### src/rtl/ucb_pkg.sv
// shared types and constants for the ucb arm selector
// no dependencies; used by every module of the block
package ucb_pkg;

  localparam int MEAN_W  = 17;
  localparam int CNT_W   = 32;
  localparam int WALK_W  = 16;
  localparam int STEP_W  = 8;
  localparam int SCORE_W = 34;
  localparam int LN_W    = 21;
  localparam int DIV_NW  = 36;
  localparam int DIV_DW  = 32;
  localparam int SQ_VW   = 38;
  localparam int SQ_RW   = 20;
  localparam int CFG_IW  = 3;
  localparam int CFG_DW  = 16;

  localparam logic [MEAN_W-1:0] MEAN_MAX  = 17'h1FFFF;
  localparam logic [MEAN_W-1:0] REWARD_ONE = 17'h10000;
  localparam logic [WALK_W-1:0] WALKS_RST = 16'd100;
  localparam logic [STEP_W-1:0] STEPS_RST = 8'd1;
  localparam logic [31:0]       LN2_Q32   = 32'hB17217F8;

  localparam logic [CFG_IW-1:0] CFG_UCB_CONST   = 3'd0;
  localparam logic [CFG_IW-1:0] CFG_ADJUST      = 3'd1;
  localparam logic [CFG_IW-1:0] CFG_NUM_ARMS    = 3'd2;
  localparam logic [CFG_IW-1:0] CFG_INIT_WALKS  = 3'd3;
  localparam logic [CFG_IW-1:0] CFG_INIT_STEPS  = 3'd4;
  localparam logic [CFG_IW-1:0] CFG_WALKS_BOUND = 3'd5;
  localparam logic [CFG_IW-1:0] CFG_STEPS_BOUND = 3'd6;

  typedef struct packed {
    logic [MEAN_W-1:0] mean;
    logic [CNT_W-1:0]  count;
    logic [WALK_W-1:0] walks;
    logic [STEP_W-1:0] steps;
  } entry_t;

  localparam entry_t ENTRY_RST = '{mean: '0, count: '0, walks: WALKS_RST, steps: STEPS_RST};

  typedef enum logic [4:0] {
    ST_IDLE, ST_LN_WAIT, ST_SCAN_RD, ST_SCAN_EVAL, ST_SCORE_DIV, ST_SCORE_SQ,
    ST_SCORE_CMP, ST_CHOOSE, ST_MOD_WAIT, ST_PICK, ST_VL_RD, ST_VL_EVAL,
    ST_VL_DIV, ST_UP_RD, ST_UP_EVAL, ST_UP_RWD, ST_UP_CNT, ST_UP_DIV, ST_OUT
  } state_t;

  typedef enum logic [2:0] {
    LN_IDLE, LN_NORM, LN_SQR, LN_FIX, LN_SCALE, LN_DONE
  } ln_state_t;

endpackage

### src/rtl/ucb_div.sv
// restoring divider, one quotient bit per cycle
// depends on ucb_pkg for operand widths
module ucb_div (
  input  logic                       clk,
  input  logic                       rst_n,
  input  logic                       start,
  input  logic [ucb_pkg::DIV_NW-1:0] num,
  input  logic [ucb_pkg::DIV_DW-1:0] den,
  output logic                       done,
  output logic [ucb_pkg::DIV_NW-1:0] quo,
  output logic [ucb_pkg::DIV_DW-1:0] rem
);

  localparam int NW = ucb_pkg::DIV_NW;
  localparam int DW = ucb_pkg::DIV_DW;
  localparam int KW = $clog2(NW + 1);

  logic [NW-1:0] quo_r;
  logic [DW-1:0] rem_r;
  logic [DW-1:0] den_r;
  logic [KW-1:0] cnt_r;
  logic          busy_r;
  logic          done_r;
  logic [DW:0]   trial;
  logic          fits;

  assign trial = {rem_r, quo_r[NW-1]};
  assign fits  = (trial >= {1'b0, den_r});

  always_ff @(posedge clk) begin
    if (start) begin
      quo_r <= num;
      rem_r <= '0;
      den_r <= den;
    end else if (busy_r) begin
      rem_r <= fits ? DW'(trial - {1'b0, den_r}) : trial[DW-1:0];
      quo_r <= {quo_r[NW-2:0], fits};
    end
  end

  always_ff @(posedge clk) begin
    if (!rst_n) begin
      busy_r <= 1'b0;
      done_r <= 1'b0;
      cnt_r  <= '0;
    end else begin
      done_r <= 1'b0;
      if (start) begin
        busy_r <= 1'b1;
        cnt_r  <= '0;
      end else if (busy_r) begin
        cnt_r <= cnt_r + 1'b1;
        if (cnt_r == KW'(NW - 1)) begin
          busy_r <= 1'b0;
          done_r <= 1'b1;
        end
      end
    end
  end

  assign done = done_r;
  assign quo  = quo_r;
  assign rem  = rem_r;

endmodule

### config.mk
export PLATFORM = sky130hd
export DESIGN_NAME = ucb_div
export DESIGN_NICKNAME = d
export VERILOG_FILES = /design/src/rtl/ucb_pkg.sv /design/src/rtl/ucb_div.sv
export SDC_FILE = /design/constraint.sdc
export NUM_CORES = 1
export LEC_CHECK = 0
export ABC_CLOCK_PERIOD_IN_PS = 3840
export BUFFER_PORTS_ARGS = -buffer_cell sky130_fd_sc_hd__clkbuf_2
export CAP_MARGIN = 20
export CORE_UTILIZATION = 40
export DETAILED_ROUTE_END_ITERATION = 8
export PLACE_DENSITY = 0.71
export SYNTH_ARGS = -nofsm -noshare
export SYNTH_HDL_FRONTEND = slang
export SYNTH_SLANG_ARGS = --single-unit
### constraint.sdc
create_clock -name clk -period 3.84 [get_ports clk]
set_input_delay 0.96 -clock clk [delete_from_list [all_inputs] [get_ports clk]]
set_output_delay 0.96 -clock clk [all_outputs]
set_load 0.02 [all_outputs]
After elaboration in Yosys (flattened, before gate mapping)
Cells that the tools add are included.

storage, ports and cells
  logic and storage cells = 22
  memory bits (writable) = 0
  output and inout port bits = 69
  latch bits = 0
  memories kept = 0
  ROM bits = 0
  register bits = 108
  bits of input ports = 71

cells by class
  equal/unequal tests = 1
  reductions and logical operators = 3
  add/sub/neg operators = 2
  mux-type cells = 7
  shifts and indexed selects = 0
  order comparisons = 1
  $mul = 0
  div/mod/pow operators = 0
  bitwise gates (word level) = 2

operator list
  operator                                      number
  two-way mux 36 bit                            2
  greater-or-equal comparator 33 x 32 -> 1 bit  1
  two-way mux 32 bit                            1
  subtractor 32 bit                             1
  adder 6 x 1 -> 6 bit, second input constant   1
  == test 6 bit, second input constant          1
  two-way mux 1 bit                             4
  OR reduction 3 bit                            1
  inverter 1 bit                                2
  nonzero test 2 bit                            1
  OR reduction 2 bit                            1

Logic depth before layout (Yosys ltp)
  depth after elaboration = 4
  gate-level depth with buffers = 13
  depth with buffers taken out = 12

Least setup slack after synthesis
OpenSTA, ideal clock, no wires.

  kind = register to register
  from = reg quo_r[35], in the netlist quo[35]
  to = reg rem_r[30], in the netlist rem[30]
  path buffers = 0
  slack = 1076 ps
  setup time = 73 ps
  stages on the path, launching flop included = 13
  required time = 3767 ps
  data arrival time = 2691 ps
  clock period less this slack = 2764 ps
  cell sequence = edfxtp_1 inv_1 ha_1 fa_1 nand2b_1 a21oi_1 o21ai_0 o21ai_0 a21o_1 a31oi_1 a31oi_1 mux2_2 o211ai_2

between the ends
  cells in the longest elaborated chain, start to end = 2
  elaborated cells between the ends (all ways) = 3
  classes of those cells = 1 x add/sub; 1 x order compare; 1 x mux

RTL lines
  element                                                                            RTL line                      text
  start: declaration                                                                 ucb_div.sv:18                 logic [NW-1:0] quo_r;
  start signal: assignment                                                           ucb_div.sv:32                 quo_r <= num;
  start signal: assignment                                                           ucb_div.sv:37                 quo_r <= {quo_r[NW-2:0], fits};
  subtractor 32 bit or greater-or-equal comparator 33 x 32 -> 1 bit (tied branches)  ucb_div.sv:36, ucb_div.sv:28
  two-way mux 32 bit (*)                                                             ucb_div.sv:36                 rem_r <= fits ? DW'(trial - {1'b0, den_r}) : trial[DW-1:0];
  end signal: assignment                                                             ucb_div.sv:36
  end: declaration                                                                   ucb_div.sv:19                 logic [DW-1:0] rem_r;

Mark *: on every way between the ends. The rest lies on a longest branch, timed or not.
A chain may end at the register's enable or synchronous reset.

Worst setup path after layout
  from = reg den_r[8]
  to = reg rem_r[4], in the netlist rem[4]

between the ends
  cells in the longest elaborated chain, start to end = 2

RTL lines
  element                                       RTL line       text
  start: declaration                            ucb_div.sv:20  logic [DW-1:0] den_r;
  start signal: assignment                      ucb_div.sv:34  den_r <= den;
  greater-or-equal comparator 33 x 32 -> 1 bit  ucb_div.sv:28  assign fits = (trial >= {1'b0, den_r});
  two-way mux 32 bit                            ucb_div.sv:36

No other way between the ends.

==> results.sh <==
export IMPL_gp_congestion=0.868
export IMPL_power_total_mw=2.90
export IMPL_drv_slew=0
export IMPL_path_max_fanout=33
export IMPL_syn_inst=587
export IMPL_cts_buffers=9
export IMPL_dp_slack_ns=0.792
export IMPL_final_common_cell="clkbuf_2"
export IMPL_register_area_um2=2840
export IMPL_setup_tns_ns=0
export IMPL_avgSynthCellArea_um2=10.4
export IMPL_area_growth_pct=17.8
export IMPL_die_w_um=126
export IMPL_io_pins=140
export IMPL_critPathMaxStageDelay_ns=0.50
export IMPL_post_cts_setup_buffers=0
export IMPL_rsz0062_at_grt="false"
export IMPL_antenna_cells=0
export IMPL_finalCriticalPeriod_ns=3.06
export IMPL_antenna_found_initial=0
export IMPL_dp_hpwl_um=10500
export IMPL_cts_sinks=108
export IMPL_start_util=0.415
export IMPL_seq_power_share=0.477
export IMPL_seq_area_frac_synth=0.466
export IMPL_root_buffer="clkbuf_16"
export IMPL_hold_viol=0
export IMPL_p_int_mw=2.03
export IMPL_clkTransAtPathRegs_ns=0.08
export IMPL_grt_pass1_vias=4559
export IMPL_skew_ns=0.0113
export IMPL_die_area_um2=15800
export IMPL_worst_pin_slew_ns=0.647
export IMPL_wirelength_um=13900
export IMPL_finalWorstSetupSlack_ns=0.784
export IMPL_async_reset_ff_frac=0
export IMPL_synth_cell_type_count=54
export IMPL_worstPathArrival_ns=3.27
export IMPL_firstDrtPassIters=7
export IMPL_max_freq_mhz=327
export IMPL_drt_iter0_drc=327
export IMPL_wl_per_cell_um=15.4
export IMPL_p_sw_uw=863
export IMPL_cp_required_ns=4.05
export IMPL_drv_cap=0
export IMPL_via_count=4748
export IMPL_hp_class="register to register"
export IMPL_ant_nets=0
export IMPL_route_detailed_drc=8
export IMPL_cp_top_family="compound AO/OA/AOI/OAI gates"
export IMPL_hold_buffers=0
export IMPL_path_class="register to register"
export IMPL_p_clk_frac=0.318
export IMPL_final_nets=823
export IMPL_synth_edf_count=68
export IMPL_drive_above_1_share=0.286
export IMPL_failed_checks="DRC"
export IMPL_cts_resized=0
export IMPL_viasPerCell=5.23
export IMPL_clk_latency_ns=0.35
export IMPL_fillers=1413
export IMPL_timing_final_crit_share=0.796
export IMPL_ys_flop_type="edfxtp_1"
export IMPL_cts_tree="built"
export IMPL_start_kind="register"
export IMPL_multiInputGateArea_um2=2910
export IMPL_grt_overflow=0
export IMPL_grt_max_degree=54
export IMPL_fp_dieH_um=126
export IMPL_clockBufferDepth=2
export IMPL_path_cells="inv_1 > ha_1 > nand2_2 > or4_1 > a31o_1 > nand3_2 > o2111a_1 > o32a_4 > buf_4 > mux2i_1 > a211oi_1"
export IMPL_p_leak_nw=3.08
export IMPL_final_cell_mix="clkbuf_2 (138), edfxtp_1 (68), nand2_1 (51)"
export IMPL_syn_area_um2=6100
export IMPL_relSlewSlack=0.569
export IMPL_fp_row_count=44
export IMPL_grt_pass1_wl_um=22500
export IMPL_comb_power_share=0.204
export IMPL_portBuffers=139
export IMPL_ys_ff_latch=108
export IMPL_status="finished, violations left"
export IMPL_critPathSlowestCell="or4_1"
export IMPL_core_um2=14700
export IMPL_path_buf_inv=2
export IMPL_switching_share=0.298
export IMPL_yosysWarningCount=0
export IMPL_grt_usage=0.180
export IMPL_vdd_drop_max_mv=0.240
export IMPL_worstSetupEndpointType="register"
export IMPL_syn_nets=692
export IMPL_htree_levels=3
export IMPL_power_density_nw_per_um2=403
export IMPL_setup_violations=0
[final timing paths]
kind	cells past startpoint	startpoint	slack [ns]	end
worst max-delay path	11	den_r[8]$_DFFE_PP_	0.78	rem[4]$_SDFFE_PP0P_
worst min-delay path	2	cnt_r[5]$_SDFFE_PP0P_	0.50	done$_SDFF_PP0_
worst max register to register	11	den_r[8]$_DFFE_PP_	0.78	rem[4]$_SDFFE_PP0P_
worst min register to register	2	cnt_r[5]$_SDFFE_PP0P_	0.50	done$_SDFF_PP0_
[metrics by stage]
step | area [µm²] | instances | hold slack, ns | utilization
after floorplan | 6100 | 587 | 0.443 | -
after global placement | 6890 | 890 | 0.468 | 0.469
after detailed placement | 6900 | 891 | 0.489 | 0.470
after CTS | 7190 | 907 | 0.499 | 0.489
after global routing | 7190 | 907 | 0.512 | 0.489
final | 7190 | 907 | 0.499 | 0.489
[tightest hold or removal path, cell delays in order (launching register included)]
cell and delay, ns:
dfxtp_1 0.33, nand2_1 0.08, nor3_1 0.05
[flip-flops by register name (all words and copies together), names as in the netlist]
signal	flops
cnt_r	6
quo	36
rem	32
den_r	32
done	1
busy_r	1
[Yosys cell counts (all sizes together), types with 8 or more instances]
| library cell | instances | area, µm² |
|---|---|---|
| a21o | 10 | 76.3 |
| nand3 | 8 | 50.1 |
| o21ai | 30 | 150 |
| nand2 | 53 | 204 |
| mux2 | 38 | 428 |
| a21oi | 44 | 220 |
| ha | 33 | 413 |
| clkbuf | 14 | 62.6 |
| inv | 43 | 161 |
| dfxtp | 40 | 801 |
| mux2i | 19 | 190 |
| buf | 9 | 93.8 |
| nand4 | 8 | 50.1 |
| a211oi | 18 | 135 |
| edfxtp | 68 | 2040 |
| xnor2 | 20 | 175 |
| nor3 | 10 | 50.1 |
| nor2 | 45 | 169 |
| a31oi | 9 | 56.3 |
| xor2 | 13 | 114 |
[layer usage]
| layer | vias up | part of all wire | track usage |
|---|---|---|---|
| li1 | 2400 | - | - |
| met1 | 2173 | 0.45 | 0.234 |
| met2 | 165 | 0.46 | 0.293 |
| met3 | 10 | 0.076 | 0.0513 |
| met4 | 0 | 0.012 | 0.0481 |
| met5 | - | 0 | 0 |
[logic make-up (layout without fill, tap and decap cells)]
family / Yosys count / in the layout / synth area share
compound gates: 142 / 142 / 0.149
fa+ha+maj: 34 / 34 / 0.0709
xor+xnor: 33 / 33 / 0.0474
flops: 108 / 108 / 0.466
mux: 57 / 57 / 0.101
simple gates: 144 / 144 / 0.109
buf+inv: 69 / 205 / 0.0570
[cell type report]
cell class                 instances  share of cell area
timing repair buffer             146               0.105
clock inverter                     7             0.00905
sequential                       108               0.395
inverter                          43              0.0224
clock buffer                       9              0.0313
tap                              184              0.0320
multi-input combinational        410               0.405
[power by group through the flow]
stage | Sequential (mW) | Clock (mW) | Combinational (mW)
finish | 1.38 | 0.921 | 0.592
global route | 1.39 | 0.988 | 0.651
CTS | 1.38 | 0.946 | 0.594
detailed placement | 1.41 | 0 | 0.592
global placement | 1.41 | 0 | 0.587
floorplan | 1.47 | 0 | 0.354
Note: power is estimated with default switching activity, not from simulation.
