**src/rtl/ucb_pkg.sv**
```systemverilog
// shared types and constants for the ucb arm selector
// no dependencies; used by every module of the block
package ucb_pkg;

  localparam int MEAN_W  = 17;
  localparam int CNT_W   = 32;
  localparam int WALK_W  = 16;
  localparam int STEP_W  = 8;
  localparam int SCORE_W = 34;
  localparam int LN_W    = 21;
  localparam int DIV_NW  = 36;
  localparam int DIV_DW  = 32;
  localparam int SQ_VW   = 38;
  localparam int SQ_RW   = 20;
  localparam int CFG_IW  = 3;
  localparam int CFG_DW  = 16;

  localparam logic [MEAN_W-1:0] MEAN_MAX  = 17'h1FFFF;
  localparam logic [MEAN_W-1:0] REWARD_ONE = 17'h10000;
  localparam logic [WALK_W-1:0] WALKS_RST = 16'd100;
  localparam logic [STEP_W-1:0] STEPS_RST = 8'd1;
  localparam logic [31:0]       LN2_Q32   = 32'hB17217F8;

  localparam logic [CFG_IW-1:0] CFG_UCB_CONST   = 3'd0;
  localparam logic [CFG_IW-1:0] CFG_ADJUST      = 3'd1;
  localparam logic [CFG_IW-1:0] CFG_NUM_ARMS    = 3'd2;
  localparam logic [CFG_IW-1:0] CFG_INIT_WALKS  = 3'd3;
  localparam logic [CFG_IW-1:0] CFG_INIT_STEPS  = 3'd4;
  localparam logic [CFG_IW-1:0] CFG_WALKS_BOUND = 3'd5;
  localparam logic [CFG_IW-1:0] CFG_STEPS_BOUND = 3'd6;

  typedef struct packed {
    logic [MEAN_W-1:0] mean;
    logic [CNT_W-1:0]  count;
    logic [WALK_W-1:0] walks;
    logic [STEP_W-1:0] steps;
  } entry_t;

  localparam entry_t ENTRY_RST = '{mean: '0, count: '0, walks: WALKS_RST, steps: STEPS_RST};

  typedef enum logic [4:0] {
    ST_IDLE, ST_LN_WAIT, ST_SCAN_RD, ST_SCAN_EVAL, ST_SCORE_DIV, ST_SCORE_SQ,
    ST_SCORE_CMP, ST_CHOOSE, ST_MOD_WAIT, ST_PICK, ST_VL_RD, ST_VL_EVAL,
    ST_VL_DIV, ST_UP_RD, ST_UP_EVAL, ST_UP_RWD, ST_UP_CNT, ST_UP_DIV, ST_OUT
  } state_t;

  typedef enum logic [2:0] {
    LN_IDLE, LN_NORM, LN_SQR, LN_FIX, LN_SCALE, LN_DONE
  } ln_state_t;

endpackage

```
**src/rtl/ucb_ln.sv**
```systemverilog
// natural log in q5.16: leading-one search, 16 squaring steps for log2, scale by ln2
// depends on ucb_pkg
module ucb_ln (
  input  logic                     clk,
  input  logic                     rst_n,
  input  logic                     start,
  input  logic [31:0]              x,
  output logic                     done,
  output logic [ucb_pkg::LN_W-1:0] res
);

  ucb_pkg::ln_state_t state_r, state_nxt;

  logic [31:0]              y_r;
  logic [4:0]               k_r;
  logic [3:0]               it_r;
  logic [63:0]              sq_r;
  logic [ucb_pkg::LN_W-1:0] lg_r;
  logic [52:0]              prod_r;
  logic [31:0]              t;

  assign t = sq_r[61:30];

  always_comb begin
    state_nxt = state_r;
    case (state_r)
      ucb_pkg::LN_IDLE:  if (start) begin
        state_nxt = (x == '0) ? ucb_pkg::LN_DONE : ucb_pkg::LN_NORM;
      end
      ucb_pkg::LN_NORM:  if (y_r[31]) begin
        state_nxt = ucb_pkg::LN_SQR;
      end
      ucb_pkg::LN_SQR:   state_nxt = ucb_pkg::LN_FIX;
      ucb_pkg::LN_FIX:   state_nxt = (it_r == 4'd15) ? ucb_pkg::LN_SCALE : ucb_pkg::LN_SQR;
      ucb_pkg::LN_SCALE: state_nxt = ucb_pkg::LN_DONE;
      ucb_pkg::LN_DONE:  state_nxt = ucb_pkg::LN_IDLE;
      default:           state_nxt = ucb_pkg::LN_IDLE;
    endcase
  end

  always_comb begin
    done = (state_r == ucb_pkg::LN_DONE);
    res  = prod_r[52:32];
  end

  always_ff @(posedge clk) begin
    if (!rst_n) begin
      state_r <= ucb_pkg::LN_IDLE;
    end else begin
      state_r <= state_nxt;
    end
  end

  always_ff @(posedge clk) begin
    case (state_r)
      ucb_pkg::LN_IDLE: if (start) begin
        // result is held until the next start
        y_r    <= x;
        k_r    <= 5'd31;
        prod_r <= '0;
      end
      ucb_pkg::LN_NORM: begin
        if (y_r[31]) begin
          // align to q2.30 in [1, 2)
          y_r  <= y_r >> 1;
          lg_r <= {k_r, 16'b0};
          it_r <= '0;
        end else begin
          y_r <= y_r << 1;
          k_r <= k_r - 1'b1;
        end
      end
      ucb_pkg::LN_SQR: sq_r <= y_r * y_r;
      ucb_pkg::LN_FIX: begin
        if (t[31]) begin
          y_r <= t >> 1;
          lg_r[{1'b0, 4'd15 - it_r}] <= 1'b1;
        end else begin
          y_r <= t;
        end
        it_r <= it_r + 1'b1;
      end
      ucb_pkg::LN_SCALE: prod_r <= 53'(lg_r) * 53'(ucb_pkg::LN2_Q32);
      default: ;
    endcase
  end

endmodule

```
**config.mk**
```make
export PLATFORM = sky130hd
export DESIGN_NAME = ucb_ln
export DESIGN_NICKNAME = d
export VERILOG_FILES = /design/src/rtl/ucb_pkg.sv /design/src/rtl/ucb_ln.sv
export SDC_FILE = /design/constraint.sdc
export NUM_CORES = 2
export LEC_CHECK = 0
export ABC_AREA = 1
export BUFFER_PORTS_ARGS = -buffer_cell sky130_fd_sc_hd__buf_4
export CORE_MARGIN = 2
export CORE_UTILIZATION = 45
export DETAILED_ROUTE_END_ITERATION = 12
export SLEW_MARGIN = 20
export SYNTH_ARGS = -nofsm -noshare
export SYNTH_HDL_FRONTEND = slang
export SYNTH_SLANG_ARGS = --single-unit
```
**constraint.sdc**
```tcl
create_clock -name clk -period 11.65 [get_ports clk]
set_clock_uncertainty 0.15 [all_clocks]
set_input_delay 1.165 -clock clk [delete_from_list [all_inputs] [get_ports clk]]
set_output_delay 1.165 -clock clk [all_outputs]
set_load 0.02 [all_outputs]
```
* Yosys cells after proc, flatten, opt, wreduce, memory -nomap -nowiden *
Cells that the tools add are included.

word-level totals
  bits in registers = 180
  bits of input ports = 35
  output and inout bits = 22

cells by class
  add/sub/neg operators = 3
  multiply operators = 2
  $lt $le $gt $ge = 2
  equal/unequal tests = 10
  multiplexer cells = 21
  bitwise gates (word level) = 1
  reduce and logical (&&, ||, !) cells = 13

operators by type and width
  operator                number
  $pmux 53 s2             1
  $pmux 32 s3             1
  $mux 32                 2
  $mul 32x32->62          1
  $mux 53                 1
  $mul 21x29->50 const B  1
  $mux 21                 2
  $pmux 21 s2             1
  $logic_not 32->1        1
  $mux 31                 1
  $or 21x16->21           1
  $pmux 3 s5              1
  $mux 3                  4
  $mux 5                  2
  $pmux 5 s2              1
  $ne 2x2->1 const B      4
  $pmux 4 s2              1
  $reduce_and 2->1        4
  $eq 3x2->1 const B      2
  $eq 3x3->1 const B      2
  $lt 4x6->1 const B      1
  $reduce_and 3->1        2
  $reduce_bool 2->1       3
  $sub 5x1->5 const B     1
  11 further kinds        11

* Logic depth before layout (Yosys ltp) *
  depth after elaboration = 8
  depth in mapped cells = 32

* Worst setup path after synthesis *
No wires, ideal clock.

  kind = register to register
  from = reg y_r[27]
  to = reg sq_r[60], data pin
  library setup time = 0.252 ns
  data arrival time = 6.569 ns
  required time = 11.248 ns
  slack = 4.679 ns
  stages on the path, launching flop included = 28
  buffers on the path = 3
  cells stage by stage = edfxtp_1 -> clkbuf_1 -> clkbuf_1 -> buf_1 -> nand2_1 -> fa_1 -> fa_1 -> inv_1 -> fa_1 -> inv_1 -> fa_1 -> inv_1 -> fa_1 -> fa_1 -> fa_1 -> inv_1 -> fa_1 -> inv_1 -> ha_1 -> nand2_1 -> nor2_2 -> inv_2 -> nor2_2 -> inv_1 -> nor3_1 -> nand2_1 -> nand3_1 -> nand2_1

between the ends
  longest elaborated chain between the ends = 1

RTL lines
  element                 RTL line      text
  from (decl)             ucb_ln.sv:14  logic [31:0] y_r;
  from (signal assigned)  ucb_ln.sv:65  y_r <= y_r >> 1;
  from (signal assigned)  ucb_ln.sv:69  y_r <= y_r << 1;
  from (signal assigned)  ucb_ln.sv:76  y_r <= t >> 1;
  $mul 32x32->62          ucb_ln.sv:73  ucb_pkg::LN_SQR: sq_r <= y_r * y_r;
  to (signal assigned)    ucb_ln.sv:73
  to (decl)               ucb_ln.sv:17  logic [63:0] sq_r;

Every way passes these cells.
A chain may end at the register's enable or synchronous reset.

* Worst setup path in the final report *
  from = reg y_r[10]
  to = reg sq_r[52], data pin

Same word-level chain as after synthesis.

==> impl_results.md <==
* CTS Hold Bufs at 0
* Endpoints failing hold at 0
* IO Pins at 57
* CP max stage cell: edfxtp_1
* Largest area contributor in the netlist: fa_1
* Post-Syn Area at 0.04659 mm²
* WS Path Type: flip-flop to flip-flop
* HP Start: k_r[0]$_SDFFCE_PN1P_
* Initial antenna violation count at 1
* Vias in the first global route at 38220
* CTS H-tree depth at 4
* Drt wl/cell at 19.30 µm
* Mapped Cells at 5613
* Fin. max-slew vios at 0
* Max Cap Violations at 0
* Share of the synthesized area in the top cell type at 43.06%
* Die Ht at 325.8 µm
* Worst hold stages at 1
* Pre-antenna DRT Iters at 6
* Hold Path Sink: k_r[0]$_SDFFCE_PN1P_
* Top cell by count, worst path: fa_1
* Reg2reg start: y_r[10]$_DFFE_PP_
* CTS tree: built
* Commonest non-fill, non-tap cell in the layout: inv_1
* Synth unique cells at 48
* Nets at 7154
* Layout cells sized above 1 at 3.016%
* Clock Latency Late Sink at 0.49 ns
* Routability Congestion at 0.9834
* Ys Warns at 0
* DRT antenna net count at 0
* R2r setup slk at 3.46 ns
* Worst slew margin at 42.28%
* Dominant cells by area after synthesis: fa_1, inv_1, ha_1
* Status: complete, no violations
* Area of the die at 0.1061 mm²
* RSZ-0062 raised after global routing: no
* Final Setup Violations at 0
* Clk pin slew, worst setup/hold paths at 0.07 ns
* Final period util at 70.26%
* Crit-path cells: buf_4, nand2_1, fa_1, inv_1, fa_1, inv_1, fa_1, fa_1, inv_1, fa_1, fa_1, fa_1, fa_1, ha_1, a21oi_1, o21ai_0, a21oi_1, nor2_1, o21bai_1, nand3_1, nand2_1, nand2_1
* DRT iter0 DRCs at 2426
* Slowest stage delay, CP at 0.92 ns
* Site Rows at 118
* First-pass GRT wire length at 215600 µm
* F_max at 122.2 MHz
* Post-CTS Setup Bufs at 0
* R2r endpoint: sq_r[52]$_DFFE_PN_
* Die W at 325.8 µm
* Register area share after synthesis at 7.541%
* Cts bufs inserted at 17
* Via count of the routed design at 35030
* Post-synth EDFFs at 115
* Register bit total from synthesis at 118
* Syn nets at 7176
* Crit path time final at 8.186 ns
* CP arrival at 8.28 ns
* HP Class: flip-flop to flip-flop
* CTS Sinks at 118
* Residual DRC count at 0
* Most frequent cells in the layout: inv_1, nand2_1, fa_1
* All-Layer GR Usage at 26.56%
* Largest net degree at the start of global routing at 38
* Core region area at 0.1031 mm²
* Post-DR vias/cell at 5.016
* DRT Wirelength at 134800 µm
* Crit. End Element: flip-flop
* Root buf cell: clkbuf_16
* Congestion Overflow GR at 0
* Number of port buffers at 56
* Share of flip-flops with an asynchronous set or reset at 0%
* Worst r2r path cells at 22
* Synth Flop Type: edfxtp_1
* Slew @ Worst Pin at 0.8657 ns
* Crit path launch type: flip-flop
* Clock Tree Buf Depth at 2
* Starting density of the core at 45.21%
* Worst-path fanout max at 20
* Setup TNS at 0 ns
* Dpl hpwl at 116700 µm
* P&R area growth vs syn at 5.412%
* Post_cts resized at 0
* Syn Area/Cell at 8.300 µm²
* ANT cells at 0
* Worst EP required at 11.74 ns
[flip-flops by register name (all words and copies together), names as in the netlist]
name     count
state_r      3
y_r         32
prod_r      21
sq_r        32
it_r         4
k_r          5
lg_r        21
[through the flow]
| stage | hold WS, ns | instance area, µm² | setup slack, ns | cells | utilization [%] |
|---|---|---|---|---|---|
| CTS | 0.4312 | 49080 | 3.507 | 6983 | 47.63 |
| global route | 0.4416 | 49110 | 3.063 | 6984 | 47.65 |
| global placement | 0.4005 | 48480 | 3.603 | 6951 | 47.05 |
| floorplan | 0.3793 | 46590 | 4.679 | 5613 | - |
| detailed placement | 0.4177 | 48480 | 3.531 | 6951 | 47.05 |
| finish | 0.4296 | 49110 | 3.464 | 6984 | 47.65 |
[cell families after synthesis]
family | Yosys count | share of synthesized area (%)
flip-flops | 118 | 7.541
buffers and inverters | 1918 | 15.53
AND/OR/NAND/NOR | 1567 | 13.49
XOR/XNOR | 55 | 1.034
AO/OA/AOI/OAI | 427 | 5.226
adder cells (fa/ha/maj) | 1528 | 57.18
[critical path: cells and delay by family (launching register included)]
| family | cells | cell delay [ns] |
|---|---|---|
| adder cells (fa/ha/maj) | 9 | 4.44 |
| AO/OA/AOI/OAI | 4 | 1.30 |
| flip-flops | 1 | 0.92 |
| buffers and inverters | 4 | 0.59 |
| AND/OR/NAND/NOR | 5 | 0.50 |
[final cells by class]
class	count	area, µm²
fillers	10260	53950
multi-input cells	3577	35850
inverters	1781	6685
flip-flops and latches	118	3513
well taps	1380	1727
repair buffers	96	740.7
clock buffers	23	467.9
clock inverters	9	128.9
[cells in the mapped netlist, types with 3 or more instances]
cell / count
inv_1: 1775
nand2_1: 1073
fa_1: 1002
ha_1: 526
nor2_1: 300
a21oi_1: 220
edfxtp_1: 115
clkbuf_1: 104
o21ai_0: 101
nand3_1: 93
xor2_1: 34
nor3_1: 30
nand4_1: 23
o21bai_1: 22
xnor2_1: 21
buf_1: 16
a22oi_1: 15
buf_2: 15
a31oi_1: 14
a21o_1: 11
nor4_1: 11
a221oi_1: 7
or2_2: 7
a31o_2: 6
inv_2: 6
nand3b_1: 6
nor2_2: 6
o21ai_1: 6
a21boi_0: 5
a41oi_2: 5
o211ai_1: 5
o21a_1: 5
and2_1: 4
dfxtp_1: 3
nor2_4: 3
nor3_2: 3
[per-layer routing]
| layer | share of wire [%] | track usage [%] |
|---|---|---|
| met5 | 0.0096 | 0 |
| met4 | 3.7 | 8.575 |
| met3 | 5.2 | 2.953 |
| met2 | 49 | 45.85 |
| met1 | 42 | 34.93 |
[worst max-delay path by stage]
stage                                 start            endpoint  slack [ns]  cells after the start
after global routing      y_r[10]$_DFFE_PP_  sq_r[52]$_DFFE_PN_        3.06                     22
final                     y_r[10]$_DFFE_PP_  sq_r[52]$_DFFE_PN_        3.46                     22
after global placement    y_r[10]$_DFFE_PP_  sq_r[52]$_DFFE_PN_        3.60                     22
after CTS                 y_r[10]$_DFFE_PP_  sq_r[52]$_DFFE_PN_        3.51                     22
after detailed placement  y_r[10]$_DFFE_PP_  sq_r[52]$_DFFE_PN_        3.53                     22
after floorplan           y_r[27]$_DFFE_PP_  sq_r[60]$_DFFE_PN_        4.68                     27
Power is not shown: default switching activity piles up to over one toggle a cycle in this logic, so the estimate is an artifact.
