===== src/rtl/ucb_pkg.sv =====
// shared types and constants for the ucb arm selector
// no dependencies; used by every module of the block
package ucb_pkg;

  localparam int MEAN_W  = 17;
  localparam int CNT_W   = 32;
  localparam int WALK_W  = 16;
  localparam int STEP_W  = 8;
  localparam int SCORE_W = 34;
  localparam int LN_W    = 21;
  localparam int DIV_NW  = 36;
  localparam int DIV_DW  = 32;
  localparam int SQ_VW   = 38;
  localparam int SQ_RW   = 20;
  localparam int CFG_IW  = 3;
  localparam int CFG_DW  = 16;

  localparam logic [MEAN_W-1:0] MEAN_MAX  = 17'h1FFFF;
  localparam logic [MEAN_W-1:0] REWARD_ONE = 17'h10000;
  localparam logic [WALK_W-1:0] WALKS_RST = 16'd100;
  localparam logic [STEP_W-1:0] STEPS_RST = 8'd1;
  localparam logic [31:0]       LN2_Q32   = 32'hB17217F8;

  localparam logic [CFG_IW-1:0] CFG_UCB_CONST   = 3'd0;
  localparam logic [CFG_IW-1:0] CFG_ADJUST      = 3'd1;
  localparam logic [CFG_IW-1:0] CFG_NUM_ARMS    = 3'd2;
  localparam logic [CFG_IW-1:0] CFG_INIT_WALKS  = 3'd3;
  localparam logic [CFG_IW-1:0] CFG_INIT_STEPS  = 3'd4;
  localparam logic [CFG_IW-1:0] CFG_WALKS_BOUND = 3'd5;
  localparam logic [CFG_IW-1:0] CFG_STEPS_BOUND = 3'd6;

  typedef struct packed {
    logic [MEAN_W-1:0] mean;
    logic [CNT_W-1:0]  count;
    logic [WALK_W-1:0] walks;
    logic [STEP_W-1:0] steps;
  } entry_t;

  localparam entry_t ENTRY_RST = '{mean: '0, count: '0, walks: WALKS_RST, steps: STEPS_RST};

  typedef enum logic [4:0] {
    ST_IDLE, ST_LN_WAIT, ST_SCAN_RD, ST_SCAN_EVAL, ST_SCORE_DIV, ST_SCORE_SQ,
    ST_SCORE_CMP, ST_CHOOSE, ST_MOD_WAIT, ST_PICK, ST_VL_RD, ST_VL_EVAL,
    ST_VL_DIV, ST_UP_RD, ST_UP_EVAL, ST_UP_RWD, ST_UP_CNT, ST_UP_DIV, ST_OUT
  } state_t;

  typedef enum logic [2:0] {
    LN_IDLE, LN_NORM, LN_SQR, LN_FIX, LN_SCALE, LN_DONE
  } ln_state_t;

endpackage


===== src/rtl/ucb_arm_mem.sv =====
// per-arm state table: mean, pull count, walk count, step limit
// registered read; valid bits make unwritten entries read as reset values
// depends on ucb_pkg
module ucb_arm_mem #(
  parameter int DEPTH = 16,
  parameter int AW    = 4
) (
  input  logic                clk,
  input  logic                rst_n,
  input  logic                rd_en,
  input  logic [AW-1:0]       rd_addr,
  output ucb_pkg::entry_t     rd_data,
  input  logic                we,
  input  logic [AW-1:0]       wr_addr,
  input  ucb_pkg::entry_t     wr_data
);

  ucb_pkg::entry_t   mem [DEPTH];
  logic [DEPTH-1:0]  valid_r;
  ucb_pkg::entry_t   mem_q_r;
  logic              vld_q_r;

  always_ff @(posedge clk) begin
    if (we) begin
      mem[wr_addr] <= wr_data;
    end
    if (rd_en) begin
      mem_q_r <= mem[rd_addr];
    end
  end

  always_ff @(posedge clk) begin
    if (!rst_n) begin
      valid_r <= '0;
      vld_q_r <= 1'b0;
    end else begin
      if (we) begin
        valid_r[wr_addr] <= 1'b1;
      end
      if (rd_en) begin
        vld_q_r <= valid_r[rd_addr];
      end
    end
  end

  assign rd_data = vld_q_r ? mem_q_r : ucb_pkg::ENTRY_RST;

endmodule


===== config.mk =====
export PLATFORM = sky130hd
export DESIGN_NAME = ucb_arm_mem
export DESIGN_NICKNAME = d
export VERILOG_FILES = /design/src/rtl/ucb_pkg.sv /design/src/rtl/ucb_arm_mem.sv
export SDC_FILE = /design/constraint.sdc
export NUM_CORES = 1
export LEC_CHECK = 0
export ABC_AREA = 1
export BUFFER_PORTS_ARGS = -buffer_cell sky130_fd_sc_hd__buf_2
export CORE_MARGIN = 10
export CORE_UTILIZATION = 50
export CTS_BUF_LIST = sky130_fd_sc_hd__clkbuf_8
export CTS_CLUSTER_SIZE = 8
export DETAILED_ROUTE_END_ITERATION = 6
export GPL_ROUTABILITY_DRIVEN = 1
export MAX_ROUTING_LAYER = met4
export PLACE_DENSITY = 0.66
export SLEW_MARGIN = 10
export SYNTH_ARGS = -nofsm -noshare
export SYNTH_HDL_FRONTEND = slang
export SYNTH_SLANG_ARGS = --single-unit
export TNS_END_PERCENT = 100

===== constraint.sdc =====
create_clock -name clk -period 5.25 [get_ports clk]
set_input_delay 0.525 -clock clk [delete_from_list [all_inputs] [get_ports clk]]
set_output_delay 0.525 -clock clk [all_outputs]
set_load 0.01 [all_outputs]

## After elaboration in Yosys (flattened, before gate mapping)

Memory sizes are Yosys's and may differ from the RTL's. A register that Yosys moved wholly into a read port is not among the register bits.
Index checks and enable logic that the tools add are counted.

| storage, ports and cells | value |
|---|---|
| register bits | 17 |
| latch bits | 0 |
| bits in writable memories | 1168 |
| memory bits (read-only) | 0 |
| input bits | 85 |
| output and inout bits | 73 |
| logic and storage cells | 15 |
| memories | 1 |

| operators by class | value |
|---|---|
| add/sub/neg operators | 0 |
| multiply operators | 0 |
| divide/modulo/power cells | 0 |
| $lt $le $gt $ge | 3 |
| equality and inequality tests | 0 |
| shift operators | 0 |
| mux-type cells | 7 |
| bitwise gates (word level) | 1 |
| reduce and logical (&&, ||, !) cells | 1 |

Memory list:

| name | words | width | read ports | clocked after memory_dff | wr ports | line | source |
|---|---|---|---|---|---|---|---|
| mem | 16 | 73 | 1 | 1 | 1 | ucb_arm_mem.sv:18 | `ucb_pkg::entry_t mem [DEPTH];` |

Operators by type and width:

| kind | count |
|---|---|
| $mux 73 | 1 |
| $or 16x16->16 | 1 |
| $lt 4x5->1 const B | 2 |
| $bmux 1 s4 | 1 |
| $demux 1 s4 | 1 |
| $ge 4x1->1 const B | 1 |
| $mux 1 | 4 |
| $logic_and 1x1->1 | 1 |

## Logic depth before layout (Yosys ltp)

Gate-level depths: netlist of run 1.

| depth | value |
|---|---|
| word-level depth | 5 |
| gate-level depth with buffers | 12 |
| gate-level depth less buffers | 9 |

## Worst setup path after synthesis of run 1

Ideal clock, no wire load.

| path | value |
|---|---|
| path kind | in2reg |
| start | in we |
| end | mem mem[12][0] (netlist bit) (enable) |
| library setup time | 0.506 ns |
| arrival time | 3.899 ns |
| required time | 4.744 ns |
| setup slack | 0.845 ns |
| cell stages on the path | 4 |
| path through | inv_1 nor3_1 inv_1 nor2_1 |

| between the ends | value |
|---|---|
| longest elaborated chain between the ends | 2 |

RTL lines:

| item | line | source |
|---|---|---|
| start: declaration | ucb_arm_mem.sv:13 | `input logic we,` |
| $mux 1 | ucb_arm_mem.sv:24 | `if (we) begin` |
| $mux 1 (not written as such) | ucb_arm_mem.sv:25 | `mem[wr_addr] <= wr_data;` |
| end: declaration | ucb_arm_mem.sv:18 |  |

Every way passes these cells.

==> results of run 1 <==
[state kept, by name, summed over array words and instances, names as in the netlist]
| register | cells |
|---|---|
| mem | 1168 |
| mem_q_r | 73 |
| valid_r | 16 |
| vld_q_r | 1 |
[synthesized netlist by cell type]
master,n
or2_2,4
o21a_1,2
inv_1,82
nand3_1,161
clkinv_2,1
nand2_1,165
edfxtp_1,1241
o221ai_1,40
nor2_1,884
o211ai_1,252
o21ai_1,23
nor3_1,2
buf_2,69
buf_1,24
buf_4,11
o21ai_0,561
inv_4,1
buf_6,13
clkbuf_2,1
dfxtp_1,17
clkbuf_1,136
[cells by family after synthesis]
logic type      count (synthesis)
buf+inv                       338
flops                        1258
compound gates                878
simple gates                 1216
[worst paths after layout]
kind	startpoint	end	slack, ps	cells past startpoint
max	vld_q_r	rd_data[71]	1840	4
min	wr_data[0]	mem[1][0]	70	1
max reg2reg	mem[13][42]	mem_q_r[42]	3950	6
min reg2reg	valid_r[0]	valid_r[0]	470	1
[metal layers]
layer,track usage,up-vias,share of wire
met5,-,-,0
met4,0.06994,0,0.023
met3,0.04129,218,0.078
met2,0.3417,1185,0.47
met1,0.2976,14900,0.42
li1,-,13830,-
[repair_timing]
action	CTS	global route
buffers inserted	0	0
endpoints found under the hold margin	158	0
hold buffers	21	0
[worst reg2reg max path, delay by kind of cell, from the launching register on]
kind	cells	cell delay, ps
AOI/OAI and AO/OA	2	250
and+or+nand+nor	4	430
DFF	1	360
[layout make-up]
type | count | share of cell area
antenna | 18 | 0.0008278
inverter | 84 | 0.006324
clock inverter | 107 | 0.007841
timing repair buffer | 221 | 0.02941
sequential | 1258 | 0.6912
clock buffer | 197 | 0.04983
multi-input combinational | 2094 | 0.1852
tap | 1276 | 0.02934
[stage by stage]
step	std cells	instance area, µm²	total power [µW]
floorplan	3690	49060	12230
global placement	4912	51020	12680
detailed placement	4912	51020	12700
CTS	5237	54370	19490
global route	5251	54400	20040
finish	5255	54410	19360
[power by group through the flow]
stage          Sequential, µW  Clock [µW]  Combinational, µW
6_report                11400        6860               1140
5_1_grt                 11400        7400               1260
2_1_floorplan           11600           0                672
4_1_cts                 11400        6980               1140
3_3_place_gp            11600           0               1110
3_5_place_dp            11600           0               1130
==> results.sh, run 1 <==
export IMPL_grt_ovfl_total=0
export IMPL_p_int_uw=15000
export IMPL_place_congestion=0.7338
export IMPL_finalSetupViolCount=0
export IMPL_finalMaxSlewViolations=0
export IMPL_synth_xor_area_frac=0
export IMPL_ys_seq_area_frac=0.7665
export IMPL_maxCapViolCount=0
export IMPL_powerDensity_mw_per_mm2=355.8
export IMPL_synth_mux_area_frac=0
export IMPL_worstMarginPinSlew_ps=1125
export IMPL_crit_required_ps=4720
export IMPL_hold_viol=0
export IMPL_synth_compound_area_frac=0.1056
export IMPL_ys_types=21
export IMPL_clk_pin_slew_ps=60
export IMPL_crit_type="flip-flop to primary output"
export IMPL_p_seq_frac=0.587
export IMPL_die_area_mm2=0.1111
export IMPL_yosys_warnings=0
export IMPL_wl_per_cell_um=23.13
export IMPL_ios=158
export IMPL_whs_ps=70.02
export IMPL_rsz0062_at_grt="no"
export IMPL_synthAdderAreaFrac=0
export IMPL_cts_resized=0
export IMPL_ys_top_cells_by_area="edfxtp_1 76%, nor2_1 6.8%, o21ai_0 5.7%, o211ai_1 3.9%, nand3_1 1.6%"
export IMPL_fmax_mhz=293.3
export IMPL_finClkSkew_ps=29.65
export IMPL_clk_latency_ps=830
export IMPL_synthSimpleGateAreaFrac=0.09739
export IMPL_nets=3933
export IMPL_cts_buffers=189
export IMPL_final_cell_mix="1241 x edfxtp_1, 868 x nor2_1, 561 x o21ai_0, 252 x o211ai_1, 197 x clkbuf_8"
export IMPL_power_switching_uw=4356
export IMPL_slew_limit_headroom=0.2500
export IMPL_drc=0
export IMPL_detail_route_antenna_nets=0
export IMPL_synth_nets=3775
export IMPL_die_y_um=333.3
export IMPL_n_fill_cell=7762
export IMPL_ff_latch_area_mm2=0.03761
export IMPL_via_per_inst=5.734
export IMPL_start_kind="flip-flop"
export IMPL_synth_top_area_share=0.7595
export IMPL_die_w_um=333.3
export IMPL_track_usage=0.2214
export IMPL_h_tree_depth=4
export IMPL_peakVddDrop_v=0.0002166
export IMPL_critPathCaptureType="primary output"
export IMPL_path_cells="buf_4 -> nand2_1 -> inv_1 -> buf_2"
export IMPL_antenna_found_initial=20
export IMPL_final_common_cell="edfxtp_1"
export IMPL_path_buf_inv=3
export IMPL_p_leak_uw=0.01839
export IMPL_worstHoldPathType="primary input to flip-flop"
export IMPL_drive_above_1_share=0.1083
export IMPL_drt_wl_total_um=121500
export IMPL_dr_pass1_iters=5
export IMPL_syn_avg_cell_area_um2=13.30
export IMPL_row_count=114
export IMPL_dp_slack_ps=2252
export IMPL_critical_path_max_fanout=41
export IMPL_syn_inst=3690
export IMPL_period_needed_ps=3410
export IMPL_crit_slowest_cell="dfxtp_4"
export IMPL_clock_sinks=1258
export IMPL_synth_seq_cells=1258
export IMPL_grt_max_degree=232
export IMPL_synthToLayoutAreaGrowth_pct=10.90
export IMPL_crit_arrival_ps=2880
export IMPL_syn_area_mm2=0.04906
export IMPL_finalWorstSetupSlack_ps=1840
export IMPL_clock_power_share=0.354
export IMPL_numPortBuffers=157
export IMPL_clockRootBuffer="clkbuf_8"
export IMPL_cp_slowest_stage_delay_ps=750
export IMPL_period_share=0.6494
export IMPL_grt_pass1_wl_um=182000
export IMPL_final_setup_tns_ps=0
export IMPL_drtIter0Drc=3268
export IMPL_vias=30130
export IMPL_multi_input_area_mm2=0.01008
export IMPL_cts_tree="yes"
export IMPL_synth_top_family_by_area="compound AO/OA/AOI/OAI gates"
export IMPL_post_route_util=0.5610
export IMPL_sw_frac_of_total=0.2250
export IMPL_p_comb_frac=0.059
export IMPL_synth_top_area_cell="edfxtp_1"
export IMPL_grt_pass1_vias=29230
export IMPL_path_delay_family="buffers and inverters"
export IMPL_dpl_hpwl_um=53270
export IMPL_clockBufferDepth=3
export IMPL_start_util=0.5058
export IMPL_core_area_mm2=0.09699
export IMPL_status="finished, final reports clean"
Power figures use the tool's default switching activity.
==> inputs of run 2 (changes only) <==
--- a/config.mk
+++ b/config.mk
@@ -14,7 +14,7 @@
 export DETAILED_ROUTE_END_ITERATION = 6
 export GPL_ROUTABILITY_DRIVEN = 1
 export MAX_ROUTING_LAYER = met4
-export PLACE_DENSITY = 0.66
+export PLACE_DENSITY = 0.69
 export SLEW_MARGIN = 10
 export SYNTH_ARGS = -nofsm -noshare
 export SYNTH_HDL_FRONTEND = slang
==> constraint.sdc (replaced) <==
create_clock -name clk -period 3 [get_ports clk]
set_input_delay 0.3 -clock clk [delete_from_list [all_inputs] [get_ports clk]]
set_output_delay 0.3 -clock clk [all_outputs]
set_load 0.01 [all_outputs]
==> run 2 against run 1 <==
Sequential share of layout area decreased by 2.1 points. Utilization increased by 1.8 points. Cell count increased by 2.5%. Critical path type unchanged. Largest cell class unchanged.
==> results.sh, run 2 (synthesized netlist as in run 1, its figures left out) <==
export IMPL_status="finished, final reports clean"
export IMPL_final_common_cell="edfxtp_1"
export IMPL_grt_max_degree=149
export IMPL_numPortBuffers=157
export IMPL_power_switching_uw=8164
export IMPL_ios=158
export IMPL_drive_above_1_share=0.1209
export IMPL_hold_viol=0
export IMPL_placed_cells=4966
export IMPL_drtIter0Drc=3274
export IMPL_largest_reg_flops=1168
export IMPL_period_share=0.8711
export IMPL_vias=30620
export IMPL_finalSetupViolCount=0
export IMPL_dpl_hpwl_um=64140
export IMPL_critical_path_max_fanout=31
export IMPL_p_comb_frac=0.062
export IMPL_largest_register="mem"
export IMPL_die_y_um=333.3
export IMPL_crit_slowest_cell="dfxtp_4"
export IMPL_h_tree_depth=4
export IMPL_antenna_found_initial=6
export IMPL_path_cells="buf_4 -> nand2_1 -> inv_1 -> buf_2"
export IMPL_crit_required_ps=2700
export IMPL_drt_met1_wl_um=51340
export IMPL_row_count=114
export IMPL_finClkSkew_ps=46.31
export IMPL_wl_per_cell_um=22.13
export IMPL_via_per_inst=5.686
export IMPL_p_int_uw=26670
export IMPL_clock_power_share=0.367
export IMPL_synthToLayoutAreaGrowth_pct=14.38
export IMPL_drt_wl_total_um=119200
export IMPL_cp_slowest_stage_delay_ps=580
export IMPL_p_leak_uw=0.01920
export IMPL_core_area_mm2=0.09699
export IMPL_dr_pass1_iters=6
export IMPL_track_usage=0.2180
export IMPL_cts_tree="yes"
export IMPL_die_area_mm2=0.1111
export IMPL_final_cell_mix="1241 x edfxtp_1, 868 x nor2_1, 561 x o21ai_0, 252 x o211ai_1, 198 x clkbuf_8"
export IMPL_routed_top_layer="met4"
export IMPL_fin_cells=5385
export IMPL_start_util=0.5058
export IMPL_critPathCaptureType="primary output"
export IMPL_die_w_um=333.3
export IMPL_drc=0
export IMPL_clock_sinks=1258
export IMPL_period_needed_ps=2613
export IMPL_peakVddDrop_v=0.0003428
export IMPL_cts_buffers=195
export IMPL_clockRootBuffer="clkbuf_8"
export IMPL_hold_depth=1
export IMPL_start_kind="flip-flop"
export IMPL_maxCapViolCount=0
export IMPL_worstHoldPathType="primary input to flip-flop"
export IMPL_sw_frac_of_total=0.2344
export IMPL_slew_limit_headroom=0.4342
export IMPL_place_congestion=0.7738
export IMPL_worstMarginPinSlew_ps=848.7
export IMPL_nets=4048
export IMPL_r2r_slack_ps=1620
export IMPL_detail_route_antenna_nets=0
export IMPL_r2r_end="vld_q_r"
export IMPL_met3_length_um=8026
export IMPL_min_delay_start="rd_en"
export IMPL_met2_length_um=57430
export IMPL_crit_arrival_ps=2310
export IMPL_worstReg2RegStart="vld_q_r"
export IMPL_fmax_mhz=382.7
export IMPL_post_route_util=0.5786
export IMPL_rsz0062_at_grt="no"
export IMPL_powerDensity_mw_per_mm2=620.8
export IMPL_reg_top3="mem: 1168 flops, mem_q_r: 73 flops, valid_r: 16 flops"
export IMPL_clockBufferDepth=3
export IMPL_hold_path_endpoint="mem_q_r[30]"
export IMPL_grt_pass1_wl_um=183100
export IMPL_grt_ovfl_total=0
export IMPL_grt_pass1_vias=30140
export IMPL_finalMaxSlewViolations=0
export IMPL_clk_pin_slew_ps=60
export IMPL_crit_type="flip-flop to primary output"
export IMPL_clk_latency_ps=890
export IMPL_p_seq_frac=0.571
export IMPL_reg2reg_depth=5
export IMPL_crit_start="vld_q_r"
==> run 2: power by group through the flow <==
stage                     Sequential [µW]  Combinational [µW]  Clock, µW
after global placement              20300                2030          0
final                               19900                2150      12800
after global routing                19900                2380      13800
after floorplan                     20200                1180          0
after CTS                           19900                2160      13000
after detailed placement            20300                2070          0
==> run 2: layout make-up <==
type | instances | area (µm²)
diodes | 6 | 15.01
clock buffers | 198 | 2725
clock inverters | 139 | 706.9
fillers | 7507 | 40870
inverters | 84 | 344.1
multi-input cells | 2094 | 10080
flip-flops and latches | 1258 | 37610
well taps | 1276 | 1597
repair buffers | 330 | 3044
==> run 2: how the worst max path moves through the flow <==
| stage | cells after the start | slack [ps] | end |
|---|---|---|---|
| 3_5_place_dp | 7 | 800 | mem_q_r[24] |
| 5_1_grt | 4 | 230 | rd_data[70] |
| 6_report | 4 | 390 | rd_data[70] |
| 4_1_cts | 4 | 260 | rd_data[70] |
| 2_1_floorplan | 4 | -1180 | mem[12][0] |
| 3_3_place_gp | 7 | 810 | mem_q_r[24] |
==> run 2: what timing repair did <==
action,4_1_cts,5_1_grt
endpoints found under the hold margin,1185,0
resized for setup,0,0
hold buffers,76,0
setup buffers,0,0
==> run 2: critical path: cells and delay by family, from the launching register on <==
kind,cells,cell delay [ps]
AND/OR/NAND/NOR,1,180
flip-flops,1,580
buffers and inverters,3,660
==> run 2: stage by stage <==
step / power [µW] / hold slack [ps] / TNS, ps / worst slack (ps) / area (µm²)
6_report: 34840 / 42.60 / 0 / 386.7 / 56120
5_1_grt: 36100 / 36.09 / 0 / 233.6 / 56120
4_1_cts: 35060 / 8.865 / 0 / 263.4 / 56110
3_5_place_dp: 22340 / 452.7 / 0 / 797.8 / 51910
3_3_place_gp: 22290 / 449.6 / 0 / 811.0 / 51910
2_1_floorplan: 21400 / 398.9 / -1030610 / -1180 / 49070
==> run 2: routing by layer <==
metal / vias up / GRT usage
li1: 14090 / -
met1: 15200 / 0.2932
met5: - / -
met4: 0 / 0.06689
met3: 188 / 0.03526
met2: 1149 / 0.3411
